==> src/rtl/core/thermal_pixel_stretch_and_palette_core_macros.svh <==
// Assertion macros shared by the thermal pixel stretch and palette RTL.
// Depends on nothing; users must have clk and rst_n in scope.
`ifndef THERMAL_PIXEL_STRETCH_AND_PALETTE_CORE_MACROS_SVH
`define THERMAL_PIXEL_STRETCH_AND_PALETTE_CORE_MACROS_SVH
`ifndef SYNTH
// Same-cycle implication.
`define TPSP_ASSERT_IMPL(label, ante, cons, msg) \
    label: assert property (@(posedge clk) disable iff (!rst_n) (ante) |-> (cons)) \
        else $error(msg);
// Next-cycle implication.
`define TPSP_ASSERT_NEXT(label, ante, cons, msg) \
    label: assert property (@(posedge clk) disable iff (!rst_n) (ante) |=> (cons)) \
        else $error(msg);
`else
`define TPSP_ASSERT_IMPL(label, ante, cons, msg)
`define TPSP_ASSERT_NEXT(label, ante, cons, msg)
`endif
`endif

==> src/rtl/core/tpsp_pkg.sv <==
// Package for the thermal pixel stretch and palette block: widths, codes, types.
// Depends on nothing.
package tpsp_pkg;

    localparam int PIXEL_BITS_DEFAULT = 16;
    localparam int CFG_DATA_BITS      = 16;
    localparam int CFG_INDEX_BITS     = 2;

    localparam logic [CFG_INDEX_BITS-1:0] REG_RANGE_LOW  = 2'd0;
    localparam logic [CFG_INDEX_BITS-1:0] REG_RANGE_HIGH = 2'd1;

    localparam logic [CFG_DATA_BITS-1:0] RANGE_LOW_RESET  = 16'd1230;
    localparam logic [CFG_DATA_BITS-1:0] RANGE_HIGH_RESET = 16'd1500;

    // Divider operand widths; the largest denominator is 9 times the range.
    localparam int NUM_BITS       = 28;
    localparam int DEN_BITS       = 20;
    localparam int QUO_BITS       = 8;
    localparam int BITS_PER_STAGE = 2;
    localparam int DIV_STAGES     = QUO_BITS / BITS_PER_STAGE;

    typedef enum logic [1:0] {GRAY_ZERO, GRAY_FULL, GRAY_DIV} gray_sel_t;
    typedef enum logic [1:0] {RED_ZERO, RED_DIV, RED_FULL} red_sel_t;
    typedef enum logic [2:0] {
        GREEN_ZERO, GREEN_RISE_LOW, GREEN_RISE_HIGH, GREEN_FULL, GREEN_FALL
    } green_sel_t;
    typedef enum logic [1:0] {BLUE_ZERO, BLUE_RISE, BLUE_FALL} blue_sel_t;

    typedef struct packed {
        gray_sel_t  gray_sel;
        red_sel_t   red_sel;
        green_sel_t green_sel;
        blue_sel_t  blue_sel;
    } side_t;

endpackage

==> src/rtl/core/tpsp_div_pipe.sv <==
// Pipelined restoring divider giving an 8-bit quotient, two bits per stage.
// Depends on tpsp_pkg. The quotient must be known to fit in QUO_BITS.
module tpsp_div_pipe (
    input  logic                          clk,
    input  logic                          en,
    input  logic [tpsp_pkg::NUM_BITS-1:0] num,
    input  logic [tpsp_pkg::DEN_BITS-1:0] den,
    output logic [tpsp_pkg::QUO_BITS-1:0] quo
);
    import tpsp_pkg::*;

    logic [NUM_BITS-1:0] rem_reg [DIV_STAGES];
    logic [DEN_BITS-1:0] den_reg [DIV_STAGES];
    logic [QUO_BITS-1:0] quo_reg [DIV_STAGES];

    for (genvar s = 0; s < DIV_STAGES; s++)
    begin : g_stage
        logic [NUM_BITS-1:0] rem_in;
        logic [DEN_BITS-1:0] den_in;
        logic [QUO_BITS-1:0] quo_in;
        logic [NUM_BITS-1:0] rem_next;
        logic [QUO_BITS-1:0] quo_next;

        if (s == 0)
        begin : g_first
            assign rem_in = num;
            assign den_in = den;
            assign quo_in = '0;
        end
        else
        begin : g_rest
            assign rem_in = rem_reg[s-1];
            assign den_in = den_reg[s-1];
            assign quo_in = quo_reg[s-1];
        end

        always_comb
        begin
            logic [NUM_BITS-1:0] shifted;
            rem_next = rem_in;
            quo_next = quo_in;
            for (int j = 0; j < BITS_PER_STAGE; j++)
            begin
                shifted = NUM_BITS'(den_in) << (QUO_BITS - 1 - s * BITS_PER_STAGE - j);
                if (rem_next >= shifted)
                begin
                    rem_next = rem_next - shifted;
                    quo_next[QUO_BITS - 1 - s * BITS_PER_STAGE - j] = 1'b1;
                end
            end
        end

        always_ff @(posedge clk)
        begin
            if (en)
            begin
                rem_reg[s] <= rem_next;
                den_reg[s] <= den_in;
                quo_reg[s] <= quo_next;
            end
        end
    end

    assign quo = quo_reg[DIV_STAGES-1];

endmodule

==> config.mk <==
export PLATFORM = sky130hd
export DESIGN_NAME = tpsp_div_pipe
export DESIGN_NICKNAME = d
export VERILOG_FILES = /design/src/rtl/core/thermal_pixel_stretch_and_palette_core_macros.svh /design/src/rtl/core/tpsp_pkg.sv /design/src/rtl/core/tpsp_div_pipe.sv
export SDC_FILE = /design/constraint.sdc
export NUM_CORES = 1
export LEC_CHECK = 0
export BUFFER_PORTS_ARGS = -buffer_cell sky130_fd_sc_hd__buf_2
export CORE_MARGIN = 5
export CORE_UTILIZATION = 41
export CTS_CLUSTER_SIZE = 25
export DETAILED_ROUTE_END_ITERATION = 10
export GPL_TIMING_DRIVEN = 0
export PLACE_DENSITY = 0.54
export SLEW_MARGIN = 20
export SYNTH_ARGS = -nofsm -noshare
export SYNTH_HDL_FRONTEND = slang
export SYNTH_SLANG_ARGS = --single-unit
==> constraint.sdc <==
create_clock -name clk -period 7.8 [get_ports clk]
set_input_delay 1.95 -clock clk [delete_from_list [all_inputs] [get_ports clk]]
set_output_delay 1.95 -clock clk [all_outputs]
set_load 0.02 [all_outputs]
# ---- Word-level counts from Yosys, hierarchy flattened
# Memories as Yosys holds them, arrays and structs flattened.
# Cells that the tools add are included.
dict set report totals {
  n_memories 3
  input_bits 50
  output_inout_bits 8
  ramBits 224
  ff_bits 0
}
# memory words word_bits rd rd_ports_with_merged_regs write_ports line_no
set memory_table {}
lappend memory_table {rem_reg 4 28 3 0 4 tpsp_div_pipe.sv:12} ;# logic [NUM_BITS-1:0] rem_reg [DIV_STAGES];
lappend memory_table {den_reg 4 20 3 0 4 tpsp_div_pipe.sv:13} ;# logic [DEN_BITS-1:0] den_reg [DIV_STAGES];
lappend memory_table {quo_reg 4 8 4 0 4 tpsp_div_pipe.sv:14} ;# logic [QUO_BITS-1:0] quo_reg [DIV_STAGES];
dict set report op_classes {
  muxes 18
  add_sub_neg 8
  order_cmp 8
}
# operator n
set ops {}
lappend ops {{$mux W28} 8}
lappend ops {{$ge A28 B20 Y1} 1}
lappend ops {{$ge A28 B21 Y1} 1}
lappend ops {{$ge A28 B22 Y1} 1}
lappend ops {{$ge A28 B23 Y1} 1}
lappend ops {{$ge A28 B24 Y1} 1}
lappend ops {{$ge A28 B25 Y1} 1}
lappend ops {{$ge A28 B26 Y1} 1}
lappend ops {{$ge A28 B27 Y1} 1}
lappend ops {{$sub A28 B20 Y28} 1}
lappend ops {{$sub A28 B21 Y28} 1}
lappend ops {{$sub A28 B22 Y28} 1}
lappend ops {{$sub A28 B23 Y28} 1}
lappend ops {{$sub A28 B24 Y28} 1}
lappend ops {{$sub A28 B25 Y28} 1}
lappend ops {{$sub A28 B26 Y28} 1}
lappend ops {{$sub A28 B27 Y28} 1}
lappend ops {{$mux W1} 10}

# ---- Depth between registers and ports, before layout
# An unclocked memory read counts as a cell.
dict set report depth {
  ltp_word 5
  depth_mapped 27
}

# ---- Worst setup path before layout
# No wires, ideal clock.
dict set report synth_path {
  kind {input to register}
  startpoint {input port den[1] in the netlist's numbering}
  endpoint {memory rem_reg[0][10], data pin}
  path_stages 22
  path_slack_ns 0.759
  t_arrival_ns 6.780
  setup_ns 0.260
  cell_sequence {inv_1 -> ha_1 -> nor2b_1 -> o2111ai_1 -> a41oi_1 -> nor4b_2 -> nor2_1 -> a21oi_4 -> clkbuf_1 -> o21ai_0 -> fa_1 -> a21o_1 -> a21oi_2 -> o21bai_1 -> a2111oi_4 -> nor2_1 -> o21a_1 -> o211a_1 -> a21o_1 -> nor4_4 -> buf_6 -> mux2_4}
}
# element line_no
set synth_lines {}
lappend synth_lines {{start, declared} tpsp_div_pipe.sv:7} ;# input logic [tpsp_pkg::DEN_BITS-1:0] den,
lappend synth_lines {{end, declared} tpsp_div_pipe.sv:12}

==> results.toml <==
[min_path]
hold_start = "quo_reg[1][4]"
hp-class = "reg2reg"
hold_end = "quo_reg[2][4]"
hold_depth = 0

[drt]
drt-pass1-iter-count = 5
drtAntennaViolNets = 0
vias = 11700
via_per_inst = 5.40
route.detailed.drc = 0
drt-total-wl_um = 37100
drt_iter0_markers = 467
wire_per_inst_um = 17.1

[setup_path]
r2r-end = "rem_reg[2][21]"
critPathMaxFanout = 10
worstPathArrival_ns = 7.66
cp_cell_sequence = "buf_2 -> inv_1 -> ha_1 -> nor2b_1 -> o2111ai_1 -> a41oi_2 -> nor4b_4 -> nor2_1 -> a21oi_4 -> clkbuf_4 -> o21ai_0 -> fa_1 -> a21o_1 -> a21oi_2 -> o21bai_1 -> a2111oi_4 -> nor2_1 -> o21a_1 -> o211a_1 -> a21o_1 -> nor4_4 -> buf_4 -> buf_6 -> mux2_1"
ff2ff_setup_slack_ns = 0.84
worstPathRequired_ns = 7.98
crit_family = "compound AO/OA/AOI/OAI gates"
crit_path_end_kind = "register"
ff2ff_path_depth = 22
start_kind = "input pin"
r2r_start = "den_reg[1][2]"
critPathKind = "in2reg"
critPathMaxStageDelay_ns = 0.47
critPathSlowestCell = "fa_1"
cp.buffers_inverters = 5

[timing]
period_minus_slack_ns = 7.48
slew_viol_final = 0
finalSetupViolCount = 0
finalHoldViolCount = 0
tightest_slew_ns = 0.835
slew_headroom_pct = 43.6
fin_crit_sh_pct = 95.8
fmax_mhz = 134
skew_ns = 0.0108
finalWorstSetupSlack_ns = 0.324
holdWs_ns = 0.419

[cts]
clkSinkCount = 164
clk_pin_slew_worst_paths_ns = 0.06
cts_root_buf = "clkbuf_16"
cts_tree = "done"
clk_latency_ns = 0.44
cts_inserted_buffers = 17
cts_max_path_buffers = 2
htreeDepth = 4

[final_layout]
largest_reg_flops = 84
seqCellArea_um2 = 4920
drive_above_1_share_pct = 12.6
area_delta_synth_final_pct = 9.68
multi_input_area_um2 = 9600
fillers = 3593
fin_util_pct = 45.5
diodes = 0
nNetsFinal = 1907

[floorplanning]
io_pins = 58
start_util_pct = 41.5
num_rows = 70
die_x_um = 202
die_h_um = 202
core_um2 = 36500
die-area_um2 = 40900

[global_route]
antenna_found_initial = 0
grt_max_degree = 104
grt_use_total_pct = 18.1
grt_pass1_vias = 12000
grt.overflow.total = 0
grt_pass1_wl_um = 60800

[power_and_ir_drop]
power.density_nw_per_um2 = 442
ir_worst_vdd_mv = 0.199
p_leak_nw = 6.96

[logic_synthesis]
synth_edf_count = 164
synthesis.area_um2 = 15200
synth_ff_type = "edfxtp_1"
yosysSeqAreaShare_pct = 32.5
yosys_warnings = 0
synthCells = 1610
synth_cell_types = 93
ys_seq_elements = 164
syn_avg_cell_area_um2 = 9.42
synthArstFlopShare_pct = 0
synth_nets = 1827

[run_status]
outcome = "finished, final reports clean"

[place]
dpl.hpwl_um = 30600
globalplace.congestion = 0.939
io_buffers = 57
pre_cts_ws_ns = -0.850

[job]
maxCapViolations = 0
-- how the worst max path moves through the flow --
stage                     startpoint             end  slack (ns)  cells after the start
after detailed placement      den[1]  rem_reg[0][20]       -0.85                     23
after global placement        den[1]  rem_reg[0][20]       -0.85                     23
after floorplan               den[1]  rem_reg[0][10]        0.76                     22
final                         den[1]  rem_reg[0][20]        0.32                     24
after CTS                     den[1]  rem_reg[0][20]        0.07                     24
after global routing          den[1]  rem_reg[0][20]      -0.007                     24
-- per-layer routing --
metal | wire [um] | up-vias | GRT usage (%)
met5 | 0 | - | 0
met4 | 944 | 0 | 5.67
met3 | 693 | 43 | 2.07
met2 | 18400 | 145 | 33.0
met1 | 17000 | 5394 | 22.5
li1 | - | 6120 | -
-- cell usage after synthesis, drive strengths merged (16+ instances only) --
master / instances / area (um^2)
edfxtp: 164 / 4920
ha: 160 / 2000
a21oi: 154 / 835
nor2: 132 / 495
inv: 123 / 462
nand2: 115 / 432
o21ai: 99 / 503
xnor2: 84 / 736
a21o: 63 / 473
mux2: 61 / 777
xor2: 43 / 377
nor3: 29 / 161
nand4: 27 / 169
nand3: 26 / 153
o21a: 25 / 188
clkbuf: 22 / 82.6
nor2b: 22 / 138
nand2b: 17 / 106
a211oi: 16 / 148
buf: 16 / 110
o21bai: 16 / 120
-- where the power goes --
| part | internal (W) | switching (W) | total (W) | leakage (nW) |
|---|---|---|---|---|
| combinational | 0.00235 | 0.00271 | 0.00506 | 5.12 |
| clock | 0.000403 | 0.000350 | 0.000753 | 0.250 |
| sequential | 0.00139 | 0.000150 | 0.00154 | 1.59 |
| total | 0.00414 | 0.00321 | 0.00735 | 6.96 |
-- stage by stage --
stage | TNS, ns | total power (W) | cells | cell area (um^2)
after global routing | -0.00709 | 0.00802 | 2169 | 16600
final | 0 | 0.00735 | 2169 | 16600
after CTS | 0 | 0.00736 | 2169 | 16600
after detailed placement | -16.77 | 0.00656 | 2136 | 16100
after global placement | -16.80 | 0.00652 | 2135 | 16000
after floorplan | 0 | 0.00559 | 1610 | 15200
-- logic make-up (layout without fill, tap and decap cells) --
logic type | after synthesis | count (layout) | synth area share, %
simple gates | 446 | 446 | 14.8
fa+ha+maj | 167 | 167 | 14.1
flops | 164 | 164 | 32.5
buf+inv | 161 | 252 | 4.32
xor+xnor | 127 | 127 | 7.34
compound gates | 475 | 475 | 21.2
mux | 70 | 70 | 5.72
-- cell type report --
cell class	instances	area share (%)
tap	468	3.52
buffer	38	1.19
timing repair buffer	61	2.08
inverter	123	2.78
clock inverter	12	0.489
multi-input combinational	1285	57.8
sequential	164	29.6
clock buffer	18	2.58
-- what timing repair did --
| item | 4_1_cts | 5_1_grt |
|---|---|---|
| setup buffers | 3 | 0 |
| gates resized for setup | 1 | 7 |
| pin swaps | 2 | 1 |
| hold buffers | 0 | 0 |
| endpoints found under the setup margin | 21 | 21 |
-- layout by cell type (no fill, tap or decap), drive strengths merged, types with 43 or more instances in the layout --
cell type	count
nor2	132
inv	127
ha	160
xor2	43
xnor2	84
edfxtp	164
o21ai	99
buf	77
nand2	115
a21oi	154
mux2	61
a21o	63
-- worst register-to-register path, cell delays in order (launching register included) --
cell       delay, ns
edfxtp_1        0.43
inv_1           0.10
ha_1            0.39
nand4b_1        0.14
nor4_1          0.74
a21oi_2         0.23
and2_1          0.19
buf_2           0.20
inv_2           0.23
buf_1           0.49
a21oi_1         0.26
fa_1            0.50
a211oi_2        0.29
o21ai_1         0.17
a2111oi_2       0.48
o41ai_2         0.21
o21ai_0         0.32
o211ai_1        0.21
a211oi_4        0.29
nand3_4         0.23
clkbuf_1        0.34
nor2_1          0.20
a21oi_1         0.06
Power figures use the tool's default switching activity.
